--- src/sv/i2c_bit_level_master_assert.svh ---
// Assertion macros shared by the I2C bit-level master RTL.
// Depends on nothing; included by the modules that carry assertions.
`ifndef I2C_BIT_LEVEL_MASTER_ASSERT_SVH
`define I2C_BIT_LEVEL_MASTER_ASSERT_SVH

// Same-cycle implication, disabled during reset.
`define I2CBL_ASSERT_NOW(label, clk, rstn, ante, cons, msg) \
    label: assert property (@(posedge clk) disable iff (!(rstn)) (ante) |-> (cons)) \
        else $error(msg);

// Next-cycle implication, disabled during reset.
`define I2CBL_ASSERT_NEXT(label, clk, rstn, ante, cons, msg) \
    label: assert property (@(posedge clk) disable iff (!(rstn)) (ante) |=> (cons)) \
        else $error(msg);

`endif

--- src/sv/i2cbl_pkg.sv ---
// Package for the I2C bit-level master: command codes, sizes, result type.
// No dependencies; used by every module of the block.
package i2cbl_pkg;

    localparam int TICK_COUNTER_WIDTH_DEF = 16;
    localparam int BITS_PER_BYTE          = 8;
    localparam int QUANTUM_W              = 16;
    localparam int SLOT_W                 = 6;
    localparam logic [QUANTUM_W-1:0] QUANTUM_RESET = 16'd64;
    localparam logic [SLOT_W-1:0]    SLOT_LAST     = SLOT_W'(4 * BITS_PER_BYTE);

    typedef enum logic [2:0] {
        MODE_START = 3'd0,
        MODE_STOP  = 3'd1,
        MODE_ACK   = 3'd2,
        MODE_NACK  = 3'd3,
        MODE_WACK  = 3'd4,
        MODE_SEND  = 3'd5,
        MODE_READ  = 3'd6
    } mode_t;

    typedef struct packed {
        logic                     scl_level;
        logic                     sda_level;
        logic                     sda_drive;
        logic                     ready_res;
        logic                     done_res;
        logic [BITS_PER_BYTE-1:0] rx_byte;
        logic                     ack_seen;
        logic                     start_ok;
    } result_t;

endpackage

--- src/sv/i2cbl_seq.sv ---
// Command sequencer of the I2C bit-level master: tick counting, slot actions, line state.
// Depends on i2cbl_pkg and i2c_bit_level_master_assert.svh.
`include "i2c_bit_level_master_assert.svh"

module i2cbl_seq #(
    parameter int TICK_COUNTER_WIDTH = i2cbl_pkg::TICK_COUNTER_WIDTH_DEF
) (
    input  logic                              aclk,
    input  logic                              aresetn,
    input  logic                              cfg_we,
    input  logic [i2cbl_pkg::QUANTUM_W-1:0]   cfg_wdata,
    input  logic                              accept,
    input  logic                              cmd_valid,
    input  logic [2:0]                        mode,
    input  logic [i2cbl_pkg::BITS_PER_BYTE-1:0] tx_byte,
    input  logic                              sda_in,
    output i2cbl_pkg::result_t                res
);

    localparam int CW = ((TICK_COUNTER_WIDTH > i2cbl_pkg::QUANTUM_W) ?
                         TICK_COUNTER_WIDTH : i2cbl_pkg::QUANTUM_W) + 1;
    localparam logic [CW-1:0] CAP = {{(CW-1){1'b0}}, 1'b1} << TICK_COUNTER_WIDTH;
    localparam int BW = i2cbl_pkg::BITS_PER_BYTE;

    logic [i2cbl_pkg::QUANTUM_W-1:0] quantum_reg;
    logic [TICK_COUNTER_WIDTH-1:0]   tick_reg, tick_next;
    logic [i2cbl_pkg::SLOT_W-1:0]    slot_reg, slot_next;
    logic [BW-1:0]                   shift_reg, shift_next;
    logic [BW-1:0]                   rx_reg, rx_next;
    i2cbl_pkg::mode_t                cmd_reg, cmd_next;
    logic                            busy_reg, busy_next;
    logic                            scl_reg, scl_next;
    logic                            sda_reg, sda_next;
    logic                            oe_reg, oe_next;
    logic                            ack_reg, ack_next;
    logic                            start_reg, start_next;

    logic [CW-1:0]                   tick_plus;
    logic                            run;
    logic                            done;
    logic [i2cbl_pkg::SLOT_W-1:0]    s;
    logic [1:0]                      ph;
    i2cbl_pkg::mode_t                cmd_sel;

    always_comb begin
        tick_next  = tick_reg;
        slot_next  = slot_reg;
        shift_next = shift_reg;
        rx_next    = rx_reg;
        cmd_next   = cmd_reg;
        busy_next  = busy_reg;
        scl_next   = scl_reg;
        sda_next   = sda_reg;
        oe_next    = oe_reg;
        ack_next   = ack_reg;
        start_next = start_reg;
        run        = 1'b0;
        done       = 1'b0;
        s          = slot_reg;
        cmd_sel    = cmd_reg;
        tick_plus  = CW'(tick_reg) + CW'(1);

        if (busy_reg) begin
            // quantum ends when the count reaches the quantum or the counter span
            if ((tick_plus >= CW'(quantum_reg)) || (tick_plus == CAP)) begin
                tick_next = '0;
                slot_next = slot_reg + 1'b1;
                s         = slot_next;
                run       = 1'b1;
            end else begin
                tick_next = tick_plus[TICK_COUNTER_WIDTH-1:0];
            end
        end else if (cmd_valid && (mode <= i2cbl_pkg::MODE_READ)) begin
            cmd_sel   = i2cbl_pkg::mode_t'(mode);
            cmd_next  = cmd_sel;
            busy_next = 1'b1;
            tick_next = '0;
            slot_next = '0;
            s         = '0;
            run       = 1'b1;
            if (cmd_sel == i2cbl_pkg::MODE_SEND) begin
                shift_next = tx_byte;
            end
        end

        ph = s[1:0];

        if (run) begin
            case (cmd_sel)
                i2cbl_pkg::MODE_START: begin
                    if (s == 6'd0) begin
                        sda_next = 1'b1;
                        oe_next  = 1'b1;
                        scl_next = 1'b1;
                    end else if (s == 6'd1) begin
                        // bus must be free before pulling SDA low
                        if (!sda_in) begin
                            start_next = 1'b0;
                            done       = 1'b1;
                        end else begin
                            sda_next = 1'b0;
                        end
                    end else if (s == 6'd2) begin
                        if (sda_in) begin
                            start_next = 1'b0;
                            done       = 1'b1;
                        end
                    end else begin
                        start_next = 1'b1;
                        done       = 1'b1;
                    end
                end
                i2cbl_pkg::MODE_STOP: begin
                    if (s == 6'd0) scl_next = 1'b0;
                    else if (s == 6'd1) begin
                        sda_next = 1'b0;
                        oe_next  = 1'b1;
                    end else if (s == 6'd2) scl_next = 1'b1;
                    else if (s == 6'd3) sda_next = 1'b1;
                    else done = 1'b1;
                end
                i2cbl_pkg::MODE_ACK: begin
                    if (s == 6'd0) scl_next = 1'b0;
                    else if (s == 6'd1) begin
                        sda_next = 1'b0;
                        oe_next  = 1'b1;
                    end else if (s == 6'd2) scl_next = 1'b1;
                    else if (s == 6'd4) scl_next = 1'b0;
                    else if (s >= 6'd5) done = 1'b1;
                end
                i2cbl_pkg::MODE_NACK: begin
                    if (s == 6'd0) scl_next = 1'b0;
                    else if (s == 6'd1) begin
                        sda_next = 1'b1;
                        oe_next  = 1'b1;
                    end else if (s == 6'd2) scl_next = 1'b1;
                    else if (s == 6'd3) scl_next = 1'b0;
                    else done = 1'b1;
                end
                i2cbl_pkg::MODE_WACK: begin
                    if (s == 6'd0) scl_next = 1'b0;
                    else if (s == 6'd2) begin
                        scl_next = 1'b1;
                        oe_next  = 1'b0;
                    end else if (s >= 6'd4) begin
                        ack_next = ~sda_in;
                        scl_next = 1'b0;
                        done     = 1'b1;
                    end
                end
                i2cbl_pkg::MODE_SEND: begin
                    if (s >= i2cbl_pkg::SLOT_LAST) begin
                        scl_next = 1'b0;
                        done     = 1'b1;
                    end else if (ph == 2'd0) begin
                        scl_next = 1'b0;
                        if (s == 6'd0) oe_next = 1'b1;
                    end else if (ph == 2'd1) begin
                        sda_next   = shift_next[BW-1];
                        shift_next = {shift_next[BW-2:0], 1'b0};
                    end else if (ph == 2'd2) begin
                        scl_next = 1'b1;
                    end
                end
                i2cbl_pkg::MODE_READ: begin
                    // sample at the end of each SCL-high phase
                    if ((s != 6'd0) && (ph == 2'd0)) begin
                        shift_next = {shift_next[BW-2:0], sda_in};
                    end
                    if (s >= i2cbl_pkg::SLOT_LAST) begin
                        scl_next = 1'b0;
                        rx_next  = shift_next;
                        done     = 1'b1;
                    end else begin
                        if (s == 6'd0) begin
                            sda_next   = 1'b1;
                            oe_next    = 1'b1;
                            shift_next = '0;
                        end
                        if (ph == 2'd0) scl_next = 1'b0;
                        else if (ph == 2'd2) begin
                            scl_next = 1'b1;
                            oe_next  = 1'b0;
                        end
                    end
                end
                default: begin
                    done = 1'b1;
                end
            endcase
        end

        if (done) begin
            busy_next = 1'b0;
        end
    end

    always_ff @(posedge aclk) begin
        if (!aresetn) begin
            quantum_reg <= i2cbl_pkg::QUANTUM_RESET;
        end else if (cfg_we) begin
            quantum_reg <= cfg_wdata;
        end
    end

    always_ff @(posedge aclk) begin
        if (!aresetn) begin
            tick_reg  <= '0;
            slot_reg  <= '0;
            shift_reg <= '0;
            rx_reg    <= '0;
            cmd_reg   <= i2cbl_pkg::MODE_START;
            busy_reg  <= 1'b0;
            scl_reg   <= 1'b1;
            sda_reg   <= 1'b1;
            oe_reg    <= 1'b1;
            ack_reg   <= 1'b0;
            start_reg <= 1'b0;
        end else if (accept) begin
            tick_reg  <= tick_next;
            slot_reg  <= slot_next;
            shift_reg <= shift_next;
            rx_reg    <= rx_next;
            cmd_reg   <= cmd_next;
            busy_reg  <= busy_next;
            scl_reg   <= scl_next;
            sda_reg   <= sda_next;
            oe_reg    <= oe_next;
            ack_reg   <= ack_next;
            start_reg <= start_next;
        end
    end

    always_comb begin
        res.scl_level = scl_next;
        res.sda_level = sda_next;
        res.sda_drive = oe_next;
        res.ready_res = ~busy_next;
        res.done_res  = done;
        res.rx_byte   = rx_next;
        res.ack_seen  = ack_next;
        res.start_ok  = start_next;
    end

    `I2CBL_ASSERT_NEXT(a_done_goes_idle, aclk, aresetn, accept && done, !busy_reg,
        "sequencer still busy after a completed command")
    `I2CBL_ASSERT_NOW(a_slot_in_range, aclk, aresetn, busy_reg,
        slot_reg < i2cbl_pkg::SLOT_LAST, "slot index ran past the last slot")
    `I2CBL_ASSERT_NEXT(a_idle_lines_hold, aclk, aresetn, accept && !busy_reg && !cmd_valid,
        $stable(scl_reg) && $stable(sda_reg) && $stable(oe_reg),
        "bus lines moved on an idle tick")

endmodule

--- src/sv/i2cbl_outq.sv ---
// Two-entry result buffer of the I2C bit-level master between sequencer and output stream.
// Depends on i2cbl_pkg and i2c_bit_level_master_assert.svh.
`include "i2c_bit_level_master_assert.svh"

module i2cbl_outq (
    input  logic               aclk,
    input  logic               aresetn,
    input  logic               push_valid,
    output logic               push_ready,
    input  i2cbl_pkg::result_t din,
    output logic               pop_valid,
    input  logic               pop_ready,
    output i2cbl_pkg::result_t dout
);

    i2cbl_pkg::result_t head_reg, tail_reg;
    logic [1:0]         count_reg;
    logic               push, pop;

    assign push_ready = (count_reg != 2'd2);
    assign pop_valid  = (count_reg != 2'd0);
    assign push       = push_valid && push_ready;
    assign pop        = pop_valid && pop_ready;
    assign dout       = head_reg;

    always_ff @(posedge aclk) begin
        if (!aresetn) begin
            count_reg <= 2'd0;
        end else begin
            case ({push, pop})
                2'b10:   count_reg <= count_reg + 2'd1;
                2'b01:   count_reg <= count_reg - 2'd1;
                default: count_reg <= count_reg;
            endcase
        end
    end

    always_ff @(posedge aclk) begin
        case ({push, pop})
            2'b11: begin
                if (count_reg == 2'd1) begin
                    head_reg <= din;
                end else begin
                    head_reg <= tail_reg;
                    tail_reg <= din;
                end
            end
            2'b10: begin
                if (count_reg == 2'd0) head_reg <= din;
                else tail_reg <= din;
            end
            2'b01: begin
                head_reg <= tail_reg;
            end
            default: begin
                head_reg <= head_reg;
            end
        endcase
    end

    `I2CBL_ASSERT_NEXT(a_drain_empties, aclk, aresetn, pop && !push && (count_reg == 2'd1),
        !pop_valid, "buffer still shows a result after draining its last one")
    `I2CBL_ASSERT_NEXT(a_first_push_heads, aclk, aresetn,
        push && !pop && (count_reg == 2'd0),
        pop_valid && (dout == $past(din)), "request into an empty buffer not at its head")

endmodule

--- src/sv/i2c_bit_level_master.sv ---
// I2C bit-level master: each stream request is one clock tick, possibly carrying a bus command;
// each tick yields one result with the SCL/SDA line state. Depends on i2cbl_pkg, i2cbl_seq, i2cbl_outq.
//
// Usage:
//   s_axis: one request per bus tick. tuser carries cmd_valid and mode, tdata carries
//   tx_byte and the sampled SDA level. A command is taken only while the sequencer is idle;
//   otherwise it is dropped, as is mode seven.
//   m_axis: one result per request: line levels, ready, done pulse, read byte, ACK and
//   START status, all in tdata.
//   cfg_we/cfg_wdata: write quantum_ticks (ticks per quarter SCL period); write it only
//   while idle. Zero acts as one.
// Timing: one request per cycle while m_axis_tready is high. The sequencer step is a single
//   registered pass, and its result is registered into the result buffer that feeds m_axis.
//   A two-entry result buffer sits in front of m_axis, so s_axis_tready stays high while
//   one result waits; it drops only when two results are waiting.
// Reset (aresetn low, synchronous): SCL and SDA high and driven, sequencer idle,
//   quantum_ticks 64, result buffer empty.
// Stall: while m_axis_tready is low the buffer fills and then s_axis_tready falls;
//   the bus sequence holds, since it only advances on accepted requests.
module i2c_bit_level_master #(
    parameter int TICK_COUNTER_WIDTH = i2cbl_pkg::TICK_COUNTER_WIDTH_DEF
) (
    input  logic        aclk,
    input  logic        aresetn,
    // configuration: quantum_ticks
    input  logic        cfg_we,
    input  logic [15:0] cfg_wdata,
    // request channel
    input  logic        s_axis_tvalid,
    output logic        s_axis_tready,
    input  logic [15:0] s_axis_tdata,   // [7:0] tx_byte, [8] sda_in, [15:9] zero
    input  logic [3:0]  s_axis_tuser,   // [0] cmd_valid, [3:1] mode
    // result channel
    output logic        m_axis_tvalid,
    input  logic        m_axis_tready,
    output logic [15:0] m_axis_tdata    // [0] scl_level, [1] sda_level, [2] sda_drive,
                                        // [3] ready_res, [4] done_res, [12:5] rx_byte,
                                        // [13] ack_seen, [14] start_ok, [15] zero
);

    i2cbl_pkg::result_t step_res;
    i2cbl_pkg::result_t out_res;
    logic               accept;

    // the sequencer advances only on a request that the buffer takes
    assign accept = s_axis_tvalid && s_axis_tready;

    i2cbl_seq #(
        .TICK_COUNTER_WIDTH (TICK_COUNTER_WIDTH)
    ) u_seq (
        .aclk      (aclk),
        .aresetn   (aresetn),
        .cfg_we    (cfg_we),
        .cfg_wdata (cfg_wdata),
        .accept    (accept),
        .cmd_valid (s_axis_tuser[0]),
        .mode      (s_axis_tuser[3:1]),
        .tx_byte   (s_axis_tdata[7:0]),
        .sda_in    (s_axis_tdata[8]),
        .res       (step_res)
    );

    i2cbl_outq u_outq (
        .aclk       (aclk),
        .aresetn    (aresetn),
        .push_valid (s_axis_tvalid),
        .push_ready (s_axis_tready),
        .din        (step_res),
        .pop_valid  (m_axis_tvalid),
        .pop_ready  (m_axis_tready),
        .dout       (out_res)
    );

    // pack result fields, highest bit listed first
    assign m_axis_tdata = {1'b0,
                           out_res.start_ok,
                           out_res.ack_seen,
                           out_res.rx_byte,
                           out_res.done_res,
                           out_res.ready_res,
                           out_res.sda_drive,
                           out_res.sda_level,
                           out_res.scl_level};

endmodule
--- config.mk ---
export PLATFORM = sky130hd
export DESIGN_NAME = i2c_bit_level_master
export DESIGN_NICKNAME = d
export VERILOG_FILES = /design/src/sv/i2cbl_pkg.sv /design/src/sv/i2cbl_seq.sv /design/src/sv/i2cbl_outq.sv /design/src/sv/i2c_bit_level_master.sv
export VERILOG_INCLUDE_DIRS = /design/src /design/src/sv
export SDC_FILE = /design/constraint.sdc
export NUM_CORES = 1
export LEC_CHECK = 0
export BUFFER_PORTS_ARGS = -buffer_cell sky130_fd_sc_hd__buf_4
export CORE_MARGIN = 4
export CORE_UTILIZATION = 60
export CTS_CLUSTER_SIZE = 16
export DETAILED_ROUTE_END_ITERATION = 8
export PLACE_DENSITY_LB_ADDON = 0.15
export SYNTH_ARGS = -nofsm -noshare
export SYNTH_HDL_FRONTEND = slang
export SYNTH_HIERARCHICAL = 1
export SYNTH_SLANG_ARGS = --single-unit
export TNS_END_PERCENT = 5
--- constraint.sdc ---
create_clock -name aclk -period 6.1 [get_ports aclk]
set_input_delay 0.61 -clock aclk [delete_from_list [all_inputs] [get_ports aclk]]
set_output_delay 0.61 -clock aclk [all_outputs]
set_load 0.01 [all_outputs]
### After elaboration in Yosys (flattened, before gate mapping)

Index checks and enable logic that the tools add are counted.

* flip-flop bits (word level): 95
* input bits: 41
* logic and storage cells: 202

* $add $sub $neg: 4
* $lt $le $gt $ge: 5
* eq/ne operators: 22
* mux-type cells: 119
* bitwise operators: 2
* reductions and logical operators: 21

Operators by type and width (number)
* $mux W8: 13
* $mux W1: 86
* $mux W15: 4
* $mux W16: 3
* $pmux W15 S3: 1
* $pmux W15 S2: 1
* $mux W6: 3
* $add A16 B1 Y17 const B: 1
* $eq A17 B17 Y1 const B: 1
* $ge A17 B16 Y1: 1
* $pmux W8 S2: 1
* $eq A3 B3 Y1 const B: 4
* $eq A6 B2 Y1 const B: 2
* $ge A6 B3 Y1 const B: 2
* $pmux W1 S5: 2
* $reduce_bool A2 Y1: 4
* $pmux W1 S7: 1
* $add A6 B1 Y6 const B: 1
* $eq A2 B1 Y1 const B: 3
* $eq A2 B2 Y1 const B: 3
* $eq A3 B2 Y1 const B: 2
* $eq A6 B1 Y1 const B: 1
* $eq A6 B3 Y1 const B: 1
* $ge A6 B6 Y1 const B: 1
* 21 further kinds: 31

### Logic depth before layout (Yosys ltp)

Gate-level depths: netlist (run 1).

* word-level depth: 17
* mapped depth: 21
* gate-level depth less buffers: 19

### By module

The synthesis (run 1) kept the hierarchy.

Modules (own cells, without submodules)
* i2cbl_seq: instances 1, cells each 548, area an instance 4459.3 um2
* i2cbl_outq: instances 1, cells each 112, area an instance 1556.5 um2
* i2c_bit_level_master: instances 1, cells each 3, area an instance 17.5 um2

### Least setup slack after synthesis (run 1)

OpenSTA, ideal clock, no wires.

* path type: flip-flop to flip-flop
* from: reg u_seq.tick_reg[0]
* to: reg u_outq.head_reg (netlist bit u_outq/dout[2]), data pin
* arrival: 4.313 ns
* data required time: 5.835 ns
* path slack: 1.522 ns
* cell stages (with the launch flop): 19
* buffers on the path: 1
* cell sequence: dfxtp_1 > ha_1 > and3_1 > buf_6 > nand3_4 > nor2_1 > xor2_1 > ha_1 > a211o_1 > o211ai_1 > a21oi_1 > o21a_1 > o21ai_2 > mux2i_1 > o41ai_4 > mux2_4 > mux2_2 > a221oi_1 > a21oi_1

RTL lines
* from (decl): line i2cbl_seq.sv:26 `logic [TICK_COUNTER_WIDTH-1:0] tick_reg, tick_next;`
* from (signal assigned): line i2cbl_seq.sv:220 `tick_reg <= tick_next;`
* to (signal assigned): line i2cbl_outq.sv:42 `head_reg <= din;`
* to (signal assigned): line i2cbl_outq.sv:44 `head_reg <= tail_reg;`
* to (signal assigned): line i2cbl_outq.sv:49 `if (count_reg == 2'd0) head_reg <= din;`
* to (decl): line i2cbl_outq.sv:16 `i2cbl_pkg::result_t head_reg, tail_reg;`

==> flow_summary.ini, run 1 <==
[outcome]
status = finished clean

[yosys]
syn_nets = 730
synthArstFlopShare = 0
synth_area_per_cell_sq_um = 9.10
mappedNetlistArea_sq_um = 6030
synthCells = 663
synth_flop_cell = dfxtp_1
synth_cell_types = 73
yosysSeqAreaShare = 0.365
ys_warn_count = 6
synth_edf_count = 30
ys_ff_latch = 95

[floorplanning]
die_h_um = 108
start_util = 0.617
dieArea_sq_um = 11700
core.rowCount = 36
ios = 59
coreArea_sq_um = 9770
fp.dieW_um = 108

[global_routing]
grt_pass1_vias = 4815
met1_usage = 0.370
met2_usage = 0.386
grt_antenna_before_repair = 0
grt_use_met3 = 0.0310
gr-total-overflow = 0
grt_pass1_wl_mm = 23.6
track_usage = 0.252
grt_most_used_layer = met2
grt_max_degree = 53

[sta]
hold_ws_ps = 486
layout_setup_ws_ps = 737
period_needed_ps = 5360
max_freq_ghz = 0.186
tightest_slew_ps = 985
hold_viol = 0
rsz0062_at_grt = false
clock_skew_ps = 10.9
max_slew_margin = 0.324
timing.final.max_slew_violations = 0
fin_crit_sh = 0.879
tns_ps = 0
setup_violations = 0

[cts]
cts_buffers = 9
ctsLongestPathBuffers = 2
htreeDepth = 3
cts_tree = yes
post_cts_buffers = 0
cts-root-buf = clkbuf_8
cts.reportedPaths.clkPinSlew_ps = 90
hold_buffers = 0
clock_latency_ps = 360
cts_resized = 0
cts.sinks = 95

[setup_path]
critPathKind = flop to flop
crit_path_start_kind = flop
cp_max_fo = 12
arrival_ps = 5440
end_kind = flop
reg2reg_depth = 19
r2r_start = u_seq/tick_reg[0]
r2r_end = u_outq/dout[13]
required_ps = 6170
reg2reg_slack_ps = 740

[routing]
wl_per_cell_um = 17.0
ant_nets = 0
route.vias.total = 5088
wl_mm = 14.2
route.detailed.drc = 0
drt-pass1-iter-count = 6
avgViaCountPerCell = 6.11
drt-initial-drc-count = 408

[cells_and_area]
final_common_cell = nor2_1
nNetsFinal = 762
n_antenna_cell = 0
final_cells = 833
utilization = 0.676
most-common-layout-cells = 77 x nor2_1, 65 x mux2i_1, 65 x dfxtp_1, 62 x buf_4, 47 x nand2_1
syn2layout_area_growth_pct = 9.54
final_layout_size_suffix_gt1_frac = 0.151

[placement]
dp_hpwl_mm = 10.2
port_buffers = 50
dp_cells = 817
place.gp.congestion = 0.983
place_ws_ps = 888

[pwr]
ir_worst_vdd_v = 0.000317
leakage_nw = 2.68
power.share.sequential = 0.418
pwr_density_cell_nw_per_um2 = 317
comb_power_share = 0.380
switching_share = 0.361
switchingPower_mw = 0.757
clockPowerShare = 0.202
p_int_mw = 1.34

[hold_path]
min_to = u_seq/quantum_reg[13]
hold_path_depth = 3
hold_class = primary input to flop
min_from = cfg_wdata[13]

[job]
drv_cap = 0
## synthesized netlist by cell type (all sizes together) (8+ instances only)
cell type  count  share of area
mux2          13          0.025
nor3          12          0.011
nand2         47          0.029
nand4          9         0.0093
a22oi         12          0.015
ha            26          0.054
edfxtp        30           0.15
a221oi        18          0.026
nor2          78          0.050
buf           21          0.029
inv           30          0.019
o21ai         36          0.030
dfxtp         65           0.22
xnor2         11          0.016
mux2i         65           0.11
a21oi         40          0.034
nand3         17          0.016
clkbuf        20          0.012
a211oi         8          0.010
a31oi          8         0.0083
## cell type report
class	instances	area, sq um
multi-input cells	496	3460
clock inverters	6	68.8
well taps	133	166
repair buffers	62	465
flip-flops and latches	95	2200
fillers	811	3170
clock buffers	10	128
inverters	31	116
## how the worst max path moves through the flow
stage | slack, ps | start | to | cells past startpoint
5_1_grt | 370 | u_seq/tick_reg[0] | u_outq/dout[13] | 19
4_1_cts | 850 | u_seq/tick_reg[0] | u_outq/dout[13] | 19
3_5_place_dp | 890 | u_seq/tick_reg[0] | u_outq/dout[13] | 19
3_3_place_gp | 1020 | u_seq/tick_reg[0] | u_outq/dout[11] | 18
6_report | 740 | u_seq/tick_reg[0] | u_outq/dout[13] | 19
2_1_floorplan | 1520 | u_seq/tick_reg[0] | u_outq/dout[2] | 18
## critical path, stage by stage, from the launching register on
cell	delay (ps)
dfxtp_1	430
ha_1	250
and3_1	370
nand3_4	160
nor2_1	170
xor2_1	230
ha_1	280
a211o_1	250
o211ai_1	110
a21oi_1	140
o21a_1	270
o21ai_2	230
buf_4	240
mux2i_1	510
nor2_1	270
o211ai_1	240
nand4_1	200
a21o_1	280
a221oi_1	320
a21oi_1	90
## kinds of logic (layout without fill, tap and decap cells)
logic type | count (synthesis) | count (layout) | synth area share
compound gates | 175 | 175 | 0.203
xor+xnor | 17 | 17 | 0.0247
fa+ha+maj | 26 | 26 | 0.0539
buf+inv | 72 | 109 | 0.0612
flops | 95 | 95 | 0.365
mux | 78 | 78 | 0.133
other cells | 1 | 1 | 0.000622
simple gates | 199 | 199 | 0.159
## per-layer routing
| metal | wire length [um] | vias up |
|---|---|---|
| met4 | 209 | 0 |
| met1 | 6680 | 2389 |
| met5 | 0 | - |
| met3 | 840 | 16 |
| met2 | 6450 | 176 |
| li1 | - | 2507 |
## through the flow
step	area (sq um)	total power, mW
detailed placement	6410	1.68
floorplan	6030	1.46
CTS	6610	2.10
finish	6610	2.09
global placement	6410	1.65
global route	6610	2.22
## power by group through the flow
stage	Combinational (mW)	Sequential (mW)	Clock, mW
floorplan	0.552	0.908	0
global placement	0.767	0.883	0
detailed placement	0.789	0.889	0
CTS	0.791	0.875	0.433
global route	0.881	0.888	0.455
finish	0.795	0.875	0.423
No activity file was read; power rests on OpenSTA's default activity.
==> run 2, diff against run 1 <==
--- a/config.mk
+++ b/config.mk
@@ -8,9 +8,10 @@
 export LEC_CHECK = 0
 export BUFFER_PORTS_ARGS = -buffer_cell sky130_fd_sc_hd__buf_4
 export CORE_MARGIN = 4
-export CORE_UTILIZATION = 60
+export CORE_UTILIZATION = 51
 export CTS_CLUSTER_SIZE = 16
 export DETAILED_ROUTE_END_ITERATION = 8
+export GPL_TIMING_DRIVEN = 0
 export PLACE_DENSITY_LB_ADDON = 0.15
 export SYNTH_ARGS = -nofsm -noshare
 export SYNTH_HDL_FRONTEND = slang
==> run 2 against run 1 <==
Compared with the run above:
- critical path depth grew 2
- sequential share of layout area is 1.4 points lower
- clock power is 43% higher
- worst hold slack improved by 9.8 ps
- register-to-register slack worse by 120 ps
- flip-flop and latch count did not move
- clock skew is 2.0 ps lower
- utilization fell by 7.7 points
- total power up 13%
- critical path type unchanged
- critical endpoint unchanged
==> flow_summary.ini, run 2 (synthesis results as in run 1) <==
[outcome]
status = finished clean

[setup_path]
arrival_ps = 5540
required_ps = 6160
critPathKind = flop to flop
crit_path_start_kind = flop
end_kind = flop
critical-path-max-stage-delay_ps = 520
cp_cell_sequence = ha_1 -> and3_1 -> buf_6 -> nand3_4 -> nor2_1 -> xor2_1 -> ha_1 -> a211o_1 -> o211ai_1 -> a21oi_1 -> o21a_1 -> o21ai_2 -> clkbuf_1 -> mux2i_1 -> nor2_1 -> o211ai_1 -> nand4_1 -> a21o_1 -> buf_4 -> a221oi_1 -> a21oi_1
cp_max_fo = 10
path_delay_family = compound AO/OA/AOI/OAI gates
worst-path-buf-inv = 3
crit_slowest_cell = mux2i_1

[cells_and_area]
final_common_cell = nor2_1
final_cells = 871
n_antenna_cell = 0
most-common-layout-cells = 77 x nor2_1, 65 x mux2i_1, 65 x dfxtp_1, 56 x buf_4, 47 x nand2_1
utilization = 0.599
final_layout_size_suffix_gt1_frac = 0.157
final_area_sq_um = 6900
nNetsFinal = 790
syn2layout_area_growth_pct = 14.4

[cts]
post_cts_buffers = 0
cts.sinks = 95
cts.reportedPaths.clkPinSlew_ps = 70
hold_buffers = 0
cts_buffers = 9
ctsLongestPathBuffers = 2
cts-root-buf = clkbuf_16
clock_latency_ps = 340
cts_resized = 0
cts_tree = yes
htreeDepth = 3

[hold_path]
hold_class = flop to flop

[global_routing]
grt_antenna_before_repair = 0
grt_pass1_vias = 5162
track_usage = 0.247
gr-total-overflow = 0
grt_max_degree = 17
grt_pass1_wl_mm = 26.2

[pwr]
switching_share = 0.348
switchingPower_mw = 0.823
pwr_density_cell_nw_per_um2 = 342
leakage_nw = 2.80
clockPowerShare = 0.255
p_total_mw = 2.36
power.share.sequential = 0.370
ir_worst_vdd_v = 0.000160
p_int_mw = 1.54
comb_power_share = 0.374

[routing]
wl_per_cell_um = 18.7
route.detailed.drc = 0
drt-pass1-iter-count = 5
wl_mm = 16.3
route.vias.total = 5301
drt-initial-drc-count = 411
avgViaCountPerCell = 6.09
ant_nets = 0

[placement]
place_ws_ps = 665
port_buffers = 48
dp_hpwl_mm = 12.1
postPlaceCellArea_sq_um = 6590
dp_cells = 855
place.gp.congestion = 0.932

[floorplanning]
ios = 59
dieArea_sq_um = 13600
core.rowCount = 39
fp.dieW_um = 117
start_util = 0.524
coreArea_sq_um = 11500
die_h_um = 117

[job]
drv_cap = 0

[sta]
layout_setup_ws_ps = 618
timing.final.max_slew_violations = 0
hold_ws_ps = 496
max_slew_margin = 0.411
clock_skew_ps = 8.89
hold_viol = 0
tightest_slew_ps = 883
setup_violations = 0
period_needed_ps = 5480
rsz0062_at_grt = false
tns_ps = 0
fin_crit_sh = 0.899
max_freq_ghz = 0.182
## run 2: cell types whose count changed in the layout (fill, tap and decap cells not counted), sizes merged
cell	delta
buf	+8
bufinv	+1
clkbuf	+20
clkinv	+1
clkinvlp	+1
inv	-3
## run 2: path summary, 6_finish.rpt
| path | endpoint | cells past startpoint | startpoint | slack (ps) |
|---|---|---|---|---|
| setup reg to reg | u_outq/dout[13] | 21 | u_seq/tick_reg[0] | 620 |
| hold / removal | u_outq/count_reg[0] | 2 | u_outq/count_reg[0] | 500 |
| hold reg to reg | u_outq/count_reg[0] | 2 | u_outq/count_reg[0] | 500 |
| setup / recovery | u_outq/dout[13] | 21 | u_seq/tick_reg[0] | 620 |
## run 2: worst register-to-register path: stages (launching register included)
cell and delay [ps]:
dfxtp_1 460, ha_1 270, and3_1 200, buf_6 130, nand3_4 120, nor2_1 170, xor2_1 230, ha_1 290
a211o_1 260, o211ai_1 100, a21oi_1 120, o21a_1 280, o21ai_2 330, clkbuf_1 410, mux2i_1 530, nor2_1 240
o211ai_1 220, nand4_1 170, a21o_1 240, buf_4 140, a221oi_1 230, a21oi_1 90
## run 2: cell type report
type	count	area (sq um)
Sequential cell	95	2200
Inverter	31	116
Buffer	41	253
Clock inverter	6	86.3
Timing Repair Buffer	49	372
Multi-Input combinational cell	496	3470
Clock buffer	10	229
Tap cell	143	179
Fill cell	1037	4610
## run 2: power groups by stage
stage,Sequential [mW],Combinational [mW],Clock (mW)
finish,0.875,0.885,0.604
global placement,0.887,0.835,0
global route,0.886,0.977,0.642
CTS,0.875,0.880,0.618
floorplan,0.908,0.552,0
detailed placement,0.889,0.876,0
## run 2: metal layers
| metal | up-vias | share of wire | global-route usage |
|---|---|---|---|
| met2 | 173 | 0.46 | 0.391 |
| met5 | - | 0 | 0 |
| met1 | 2549 | 0.47 | 0.349 |
| met3 | 24 | 0.055 | 0.0301 |
| li1 | 2555 | - | - |
| met4 | 0 | 0.017 | 0.0864 |
